<file path="src/design/spq_pkg.sv">
// Shared types and codes for the stable priority queue.
// Used by spq_ctrl, spq_dpath and stable_priority_queue; depends on nothing.
package spq_pkg;

    // Default number of stored entries.
    localparam int QUEUE_DEPTH_DEF = 16;

    // Opcodes of the request word.
    localparam logic [1:0] OP_INSERT = 2'd0;
    localparam logic [1:0] OP_SERVE  = 2'd1;
    localparam logic [1:0] OP_LIST   = 2'd2;

    // Status codes of the response word.
    localparam logic [1:0] ST_GIVEN  = 2'd0;
    localparam logic [1:0] ST_EMPTY  = 2'd1;
    localparam logic [1:0] ST_FULL   = 2'd2;
    localparam logic [1:0] ST_ACCEPT = 2'd3;

    // Request word.
    typedef struct packed {
        logic [1:0]  opcode;
        logic [7:0]  priority_req;
        logic [7:0]  age;
        logic [15:0] tag;
    } req_t;

    // Response word.
    typedef struct packed {
        logic [1:0]  status;
        logic [7:0]  out_priority;
        logic [7:0]  out_age;
        logic [15:0] out_tag;
        logic        last;
    } rsp_t;

    // One stored entry.
    typedef struct packed {
        logic [7:0]  prio;
        logic [7:0]  age;
        logic [15:0] tag;
    } entry_t;

    // Which kind of response the datapath loads into its output register.
    typedef enum logic [1:0] {
        RES_ENTRY,
        RES_EMPTY,
        RES_FULL,
        RES_ACCEPT
    } res_sel_t;

    // Commands from the controller to the datapath.
    typedef struct packed {
        logic     do_insert;
        logic     do_serve;
        logic     load;
        res_sel_t sel;
        logic     last;
        logic     idx_inc;
        logic     idx_clear;
    } cmd_t;

    // Status from the datapath to the controller.
    typedef struct packed {
        logic empty;
        logic full;
        logic list_last;
    } sts_t;

endpackage

</file>
<file path="src/design/spq_ctrl.sv">
// Controller of the stable priority queue: request/response handshake and list walk.
// Depends on spq_pkg for the command, status and opcode definitions.
module spq_ctrl (
    input  logic          clk,
    input  logic          rst_n,
    input  logic          req_valid,
    output logic          req_ready,
    input  logic [1:0]    opcode,
    output logic          rsp_valid,
    input  logic          rsp_ready,
    input  spq_pkg::sts_t sts,
    output spq_pkg::cmd_t cmd
);

    typedef enum logic {
        S_RUN,
        S_LIST
    } state_t;

    state_t state_reg;
    state_t state_next;
    logic   rsp_valid_reg;
    logic   rsp_valid_next;
    logic   slot_free;

    // The output register can take a new word when it is empty or being drained.
    assign slot_free = !rsp_valid_reg || rsp_ready;

    // Decode of the request and sequencing of a list walk.
    always_comb
    begin
        state_next = state_reg;
        req_ready  = 1'b0;
        cmd        = '0;
        cmd.sel    = spq_pkg::RES_ENTRY;
        case (state_reg)
            S_RUN:
            begin
                req_ready = slot_free;
                if (req_valid && slot_free)
                begin
                    case (opcode)
                        spq_pkg::OP_INSERT:
                        begin
                            cmd.load = 1'b1;
                            cmd.last = 1'b1;
                            if (sts.full)
                            begin
                                cmd.sel = spq_pkg::RES_FULL;
                            end
                            else
                            begin
                                cmd.sel       = spq_pkg::RES_ACCEPT;
                                cmd.do_insert = 1'b1;
                            end
                        end
                        spq_pkg::OP_SERVE:
                        begin
                            cmd.load = 1'b1;
                            cmd.last = 1'b1;
                            if (sts.empty)
                            begin
                                cmd.sel = spq_pkg::RES_EMPTY;
                            end
                            else
                            begin
                                cmd.sel      = spq_pkg::RES_ENTRY;
                                cmd.do_serve = 1'b1;
                            end
                        end
                        spq_pkg::OP_LIST:
                        begin
                            cmd.load = 1'b1;
                            if (sts.empty)
                            begin
                                cmd.sel  = spq_pkg::RES_EMPTY;
                                cmd.last = 1'b1;
                            end
                            else
                            begin
                                // The list index rests at zero, so the head goes first.
                                cmd.sel  = spq_pkg::RES_ENTRY;
                                cmd.last = sts.list_last;
                                if (sts.list_last)
                                begin
                                    cmd.idx_clear = 1'b1;
                                end
                                else
                                begin
                                    cmd.idx_inc = 1'b1;
                                    state_next  = S_LIST;
                                end
                            end
                        end
                        default:
                        begin
                            // The unused opcode is taken and dropped.
                        end
                    endcase
                end
            end
            S_LIST:
            begin
                if (slot_free)
                begin
                    cmd.load = 1'b1;
                    cmd.sel  = spq_pkg::RES_ENTRY;
                    cmd.last = sts.list_last;
                    if (sts.list_last)
                    begin
                        cmd.idx_clear = 1'b1;
                        state_next    = S_RUN;
                    end
                    else
                    begin
                        cmd.idx_inc = 1'b1;
                    end
                end
            end
            default:
            begin
                state_next = S_RUN;
            end
        endcase
    end

    // A loaded word is valid until the consumer takes it.
    always_comb
    begin
        if (cmd.load)
        begin
            rsp_valid_next = 1'b1;
        end
        else if (rsp_ready)
        begin
            rsp_valid_next = 1'b0;
        end
        else
        begin
            rsp_valid_next = rsp_valid_reg;
        end
    end

    // State and registered outputs.
    always_ff @(posedge clk or negedge rst_n)
    begin
        if (!rst_n)
        begin
            state_reg     <= S_RUN;
            rsp_valid_reg <= 1'b0;
        end
        else
        begin
            state_reg     <= state_next;
            rsp_valid_reg <= rsp_valid_next;
        end
    end

    assign rsp_valid = rsp_valid_reg;

endmodule

</file>
<file path="src/design/spq_dpath.sv">
// Datapath of the stable priority queue: sorted shifting row of entries, count,
// list index and response register. Depends on spq_pkg for word and command types.
module spq_dpath #(
    parameter int QUEUE_DEPTH = spq_pkg::QUEUE_DEPTH_DEF
) (
    input  logic          clk,
    input  logic          rst_n,
    input  spq_pkg::cmd_t cmd,
    input  spq_pkg::req_t req,
    output spq_pkg::rsp_t rsp,
    output spq_pkg::sts_t sts
);

    localparam int CNT_W = $clog2(QUEUE_DEPTH + 1);
    localparam int IDX_W = $clog2(QUEUE_DEPTH);

    spq_pkg::entry_t           entry_reg  [QUEUE_DEPTH];
    spq_pkg::entry_t           entry_next [QUEUE_DEPTH];
    spq_pkg::entry_t           prev_entry [QUEUE_DEPTH];
    spq_pkg::entry_t           succ_entry [QUEUE_DEPTH];
    logic [QUEUE_DEPTH-1:0]    stay;
    logic [QUEUE_DEPTH-1:0]    prev_stay;
    spq_pkg::entry_t           new_entry;
    spq_pkg::entry_t           sel_entry;
    logic [CNT_W-1:0]          count_reg;
    logic [CNT_W-1:0]          count_next;
    logic [IDX_W-1:0]          idx_reg;
    logic [IDX_W-1:0]          idx_next;
    spq_pkg::rsp_t             rsp_reg;
    spq_pkg::rsp_t             rsp_next;

    assign new_entry.prio = req.priority_req;
    assign new_entry.age  = req.age;
    assign new_entry.tag  = req.tag;

    // Each cell keeps its entry, takes the new one, or moves by one place.
    // Cells at or below a lower-or-equal priority stay, which keeps ties in arrival order.
    for (genvar i = 0; i < QUEUE_DEPTH; i++)
    begin : g_cell
        assign stay[i] = (CNT_W'(i) < count_reg) && (entry_reg[i].prio <= new_entry.prio);

        if (i == 0)
        begin : g_head
            assign prev_stay[i]  = 1'b1;
            assign prev_entry[i] = new_entry;
        end
        else
        begin : g_body
            assign prev_stay[i]  = stay[i-1];
            assign prev_entry[i] = entry_reg[i-1];
        end

        if (i == QUEUE_DEPTH - 1)
        begin : g_tail
            assign succ_entry[i] = entry_reg[i];
        end
        else
        begin : g_inner
            assign succ_entry[i] = entry_reg[i+1];
        end

        always_comb
        begin
            entry_next[i] = entry_reg[i];
            if (cmd.do_insert)
            begin
                if (stay[i])
                begin
                    entry_next[i] = entry_reg[i];
                end
                else if (prev_stay[i])
                begin
                    entry_next[i] = new_entry;
                end
                else
                begin
                    entry_next[i] = prev_entry[i];
                end
            end
            else if (cmd.do_serve)
            begin
                entry_next[i] = succ_entry[i];
            end
        end

        always_ff @(posedge clk)
        begin
            entry_reg[i] <= entry_next[i];
        end
    end

    // Entry count.
    always_comb
    begin
        count_next = count_reg;
        if (cmd.do_insert)
        begin
            count_next = count_reg + CNT_W'(1);
        end
        else if (cmd.do_serve)
        begin
            count_next = count_reg - CNT_W'(1);
        end
    end

    // List index; it rests at zero between walks, so serve reads the head too.
    always_comb
    begin
        idx_next = idx_reg;
        if (cmd.idx_clear)
        begin
            idx_next = '0;
        end
        else if (cmd.idx_inc)
        begin
            idx_next = idx_reg + IDX_W'(1);
        end
    end

    always_ff @(posedge clk or negedge rst_n)
    begin
        if (!rst_n)
        begin
            count_reg <= '0;
            idx_reg   <= '0;
        end
        else
        begin
            count_reg <= count_next;
            idx_reg   <= idx_next;
        end
    end

    // Status for the controller.
    assign sts.empty     = (count_reg == '0);
    assign sts.full      = (count_reg == CNT_W'(QUEUE_DEPTH));
    assign sts.list_last = ((CNT_W'(idx_reg) + CNT_W'(1)) == count_reg);

    // Response word selection.
    assign sel_entry = entry_reg[idx_reg];

    always_comb
    begin
        rsp_next      = '0;
        rsp_next.last = cmd.last;
        case (cmd.sel)
            spq_pkg::RES_ENTRY:
            begin
                rsp_next.status       = spq_pkg::ST_GIVEN;
                rsp_next.out_priority = sel_entry.prio;
                rsp_next.out_age      = sel_entry.age;
                rsp_next.out_tag      = sel_entry.tag;
            end
            spq_pkg::RES_EMPTY:
            begin
                rsp_next.status = spq_pkg::ST_EMPTY;
            end
            spq_pkg::RES_FULL:
            begin
                rsp_next.status = spq_pkg::ST_FULL;
            end
            spq_pkg::RES_ACCEPT:
            begin
                rsp_next.status = spq_pkg::ST_ACCEPT;
            end
            default:
            begin
                rsp_next.status = spq_pkg::ST_EMPTY;
            end
        endcase
    end

    always_ff @(posedge clk)
    begin
        if (cmd.load)
        begin
            rsp_reg <= rsp_next;
        end
    end

    assign rsp = rsp_reg;

endmodule

</file>
<file path="src/design/stable_priority_queue.sv">
// Top level of the stable priority queue: controller plus datapath.
// Depends on spq_pkg, spq_ctrl and spq_dpath.
//
//  Channel   Handshake              Word          Direction
//  request   req_valid / req_ready  req  (req_t)  into the block
//  response  rsp_valid / rsp_ready  rsp  (rsp_t)  out of the block
//
// Insert and serve each give one response word: the sorted register row shifts all its cells together.
// List gives one response word per stored entry through the single read
// mux on the row; an empty list or serve gives one word.
// Reset clears the entry count and the list index; stored entries are left undefined.
// req_ready drops while an untaken response word sits in the output register and during a
// list walk; a stalled response holds its word.
module stable_priority_queue #(
    parameter int QUEUE_DEPTH = spq_pkg::QUEUE_DEPTH_DEF
) (
    input  logic          clk,
    input  logic          rst_n,
    input  logic          req_valid,
    output logic          req_ready,
    input  spq_pkg::req_t req,
    output logic          rsp_valid,
    input  logic          rsp_ready,
    output spq_pkg::rsp_t rsp
);

    spq_pkg::cmd_t cmd;
    spq_pkg::sts_t sts;

    spq_ctrl u_ctrl (
        .clk       (clk),
        .rst_n     (rst_n),
        .req_valid (req_valid),
        .req_ready (req_ready),
        .opcode    (req.opcode),
        .rsp_valid (rsp_valid),
        .rsp_ready (rsp_ready),
        .sts       (sts),
        .cmd       (cmd)
    );

    spq_dpath #(
        .QUEUE_DEPTH (QUEUE_DEPTH)
    ) u_dpath (
        .clk   (clk),
        .rst_n (rst_n),
        .cmd   (cmd),
        .req   (req),
        .rsp   (rsp),
        .sts   (sts)
    );

    // The queue only changes on an accepted request word.
    a_change_on_accept: assert property (@(posedge clk) disable iff (!rst_n)
        (cmd.do_insert || cmd.do_serve) |-> (req_valid && req_ready))
        else $error("queue changed without an accepted request");

    // No insert into a full queue and no removal from an empty one.
    a_insert_not_full: assert property (@(posedge clk) disable iff (!rst_n)
        cmd.do_insert |-> !sts.full)
        else $error("insert into a full queue");

    a_serve_not_empty: assert property (@(posedge clk) disable iff (!rst_n)
        cmd.do_serve |-> !sts.empty)
        else $error("serve from an empty queue");

    // A word that carries no entry is always marked last; only a list walk gives words that are not.
    a_last_on_status: assert property (@(posedge clk) disable iff (!rst_n)
        (rsp_valid && (rsp.status != spq_pkg::ST_GIVEN)) |-> rsp.last)
        else $error("non-entry response not marked last");

endmodule
</file>
<file path="config.mk">
export PLATFORM = sky130hd
export DESIGN_NAME = stable_priority_queue
export DESIGN_NICKNAME = d
export VERILOG_FILES = /design/src/design/spq_pkg.sv /design/src/design/spq_ctrl.sv /design/src/design/spq_dpath.sv /design/src/design/stable_priority_queue.sv
export SDC_FILE = /design/constraint.sdc
export NUM_CORES = 2
export LEC_CHECK = 0
export ABC_AREA = 1
export BUFFER_PORTS_ARGS = -buffer_cell sky130_fd_sc_hd__buf_2
export CORE_ASPECT_RATIO = 1.75
export CORE_MARGIN = 2
export CORE_UTILIZATION = 53
export DETAILED_ROUTE_END_ITERATION = 10
export PLACE_DENSITY = 0.67
export SYNTH_ARGS = -nofsm -noshare
export SYNTH_HDL_FRONTEND = slang
export SYNTH_HIERARCHICAL = 1
export SYNTH_SLANG_ARGS = --single-unit
</file>
<file path="constraint.sdc">
create_clock -name clk -period 7.5 [get_ports clk]
set_clock_uncertainty 0.2 [all_clocks]
set_input_delay 0.375 -clock clk [delete_from_list [all_inputs] [get_ports clk]]
set_output_delay 0.375 -clock clk [all_outputs]
set_load 0.01 [all_outputs]
</file>
==> impl_metrics.tcl <==
set metrics [dict create \
    portBuffers 74 \
    synthFlopType "edfxtp_1" \
    grt_pass1_wl_um 166000 \
    gp_congestion 0.878 \
    vdd_drop_max_mv 0.212 \
    slew-limit-headroom_pct 25.2 \
    drive_gt1_share_pct 4.84 \
    cp_top_family "simple AND/OR/NAND/NOR gates" \
    drtAntennaViolNets 0 \
    worstSetupPathType "reg -> reg" \
    path_buf_inv 4 \
    nets 5172 \
    postPlaceCellArea_um2 37100 \
    synth_edf_count 547 \
    ys_seq_area_share_pct 45.9 \
    min_delay_path_depth 4 \
    syn_area_um2 36300 \
    cts_buffers 54 \
    area_growth_syn_to_layout_pct 7.56 \
    wl_per_cell_um 17.8 \
    slew_viol_final 0 \
    clk_pin_slew_ns 0.06 \
    p_leak_nw 21.3 \
    slowest_delay_ns 0.82 \
    clockBufferDepth 3 \
    crit_fanout 42 \
    dieArea_um2 70800 \
    grt_pass1_vias 29900 \
    detailed_place_hpwl_um 72400 \
    p_per_area_nw_per_um2 310 \
    netlist_instances 5077 \
    fp.dieW_um 202 \
    worst_ep_required_time_ns 7.59 \
    drt_wl_total_um 106000 \
    setup_viol 0 \
    worst_setup_path_end_kind "flop" \
    yosysMostFrequentCell "nand2_1" \
    status "finished, final reports clean" \
    period_share_pct 53.7 \
    crit_arrival_ns 4.11 \
    holdBufCountCts 38 \
    max_freq_ghz 0.248 \
    cts_setup_buffers 0 \
    cts_tree "done" \
    crit_path_start_kind "flop" \
    yosys_warnings 6 \
    grt_overflow 0 \
    antenna_found_initial 0 \
    vias 31700 \
    hold_viol 0 \
    setup_tns_ns 0 \
    num_rows 127 \
    core_area_um2 68200 \
    synth_common_cells "nand2_1 (2556), edfxtp_1 (547), inv_1 (520), o21ai_0 (297), a21oi_1 (291)" \
    worst_pin_slew_ns 1.12 \
    die_h_um 350 \
    first_pass_iters 6 \
    min_period_ns 4.03 \
    insertion_delay_ns 0.65 \
    cts.sinks 558 \
    vias_per_cell 5.34 \
    ctsHtreeMaxLevel 2 \
    netlist_top_cells_area "edfxtp_1 (45%), nand2_1 (26%), inv_1 (5.4%)" \
    largest_register_ffs 512 \
    io_pins 75 \
    crit_chain "inv_1 > ha_1 > inv_1 > nor3_1 > nor3_4 > buf_4 > nand2_1 > nand2_1 > buf_4" \
    diodes 0 \
    rsz0062_at_grt "no" \
    slowest_stage "nand2_1" \
    drt_iter0_drc 2968 \
    drc 0 \
    synth_fp_nets 5248 \
    cts_resized 0 \
    grt_max_degree 217 \
    path_depth 9 \
    start_util_pct 53.3 \
    r2r_cells 9 \
    grt_usage_pct 29.7 \
    synth_cell_types 32 \
    async_flop_share_pct 1.97 \
    hold_class "in -> reg" \
    cts_root_buf "clkbuf_16" \
    maxCapViolations 0 \
    design_area_um2 39100 \
    syn_avg_cell_area_um2 7.16 \
    synth_top_area_cell "edfxtp_1" \
    synth_top_area_share_pct 45.2 \
    yosys_register_bits 558 \
]
[cell usage in the layout (no fill, tap or decap), types with 2 or more instances in the layout]
| cell type | synthesis | routed |
|---|---|---|
| a21o_1 | 14 | 14 |
| a21oi_1 | 291 | 290 |
| buf_2 | 101 | 74 |
| buf_4 | 10 | 55 |
| bufinv_16 | 0 | 3 |
| clkbuf_1 | 176 | 11 |
| clkbuf_16 | 0 | 55 |
| clkinv_1 | 1 | 18 |
| clkinv_2 | 0 | 8 |
| clkinv_8 | 0 | 2 |
| dfrtp_1 | 11 | 8 |
| dfrtp_4 | 0 | 2 |
| dlygate4sd3_1 | 0 | 38 |
| edfxtp_1 | 547 | 547 |
| ha_1 | 133 | 133 |
| inv_1 | 520 | 517 |
| inv_2 | 11 | 11 |
| nand2_1 | 2556 | 2551 |
| nand2_2 | 11 | 16 |
| nand2_4 | 2 | 2 |
| nand3_1 | 209 | 209 |
| nand4_1 | 15 | 15 |
| nor2_1 | 96 | 96 |
| nor2_2 | 2 | 2 |
| nor3_1 | 2 | 2 |
| o211ai_1 | 32 | 32 |
| o21ai_0 | 297 | 296 |
| o21ai_1 | 8 | 8 |
| o22ai_1 | 3 | 3 |
| xnor2_1 | 2 | 2 |
| xor2_1 | 8 | 8 |
[final timing paths]
kind                            slack, ns                 startpoint                         to
worst max-delay path                 3.47       u_dpath/count_reg[1]   u_dpath/entry_reg[5][18]
worst min-delay path                 0.09                    req[32]            u_dpath/rsp[34]
worst min register to register       0.34  u_dpath/entry_reg[13][12]  u_dpath/entry_reg[12][12]
min in group asynchronous            0.58                      rst_n         u_dpath/idx_reg[1]
max in group asynchronous            6.11                      rst_n         u_dpath/idx_reg[0]
worst max register to register       3.47       u_dpath/count_reg[1]   u_dpath/entry_reg[5][18]
[final cells by class]
cell class              count  area, um^2
well taps                 903        1130
multi-input cells        3687       16400
inverters                 532        2010
flip-flops and latches    558       16700
repair buffers            168        1180
clock buffers              66        1420
fillers                  6500       29100
clock inverters            32         243
[cell families after synthesis]
| family | after synthesis | synth area share (%) |
|---|---|---|
| xor gates and xnor gates | 10 | 0.241 |
| and+or+nand+nor | 2898 | 31.0 |
| buffers and inverters | 832 | 9.04 |
| adders and majority gates | 133 | 4.58 |
| DFF | 558 | 45.9 |
| AOI/OAI and AO/OA | 646 | 9.23 |
[routing by layer]
| layer | up-vias | track usage, % | wire length [um] |
|---|---|---|---|
| li1 | 16000 | - | - |
| met1 | 14200 | 38.9 | 43700 |
| met2 | 1323 | 51.7 | 51600 |
| met3 | 205 | 2.83 | 7360 |
| met4 | 0 | 9.75 | 3070 |
| met5 | - | 0 | 0 |
[per-stage QoR]
step	total power, mW	worst slack [ns]	util [%]	cells	hold WS (ns)
2_1_floorplan	7.86	3.61	-	5077	-0.121
3_3_place_gp	9.32	3.40	54.4	5810	0.0770
3_5_place_dp	9.39	3.35	54.4	5810	0.0648
4_1_cts	12.1	3.44	57.4	5946	0.0586
5_1_grt	12.9	3.12	57.4	5946	0.146
6_report	12.1	3.47	57.4	5946	0.0927
[worst register-to-register path, cell delays in order, from the launching register on]
cell and delay, ns:
dfrtp_1 0.52, inv_1 0.14, ha_1 0.20, inv_1 0.07
nor3_1 0.08, nor3_4 0.33, buf_4 0.62, nand2_1 0.86
nand2_1 0.23, buf_4 0.42
[report_power, final]
part           switching [mW]  internal [mW]
combinational            3.49           1.40
sequential              0.395           4.15
clock                    1.25           1.44
Power figures use the tool's default switching activity.
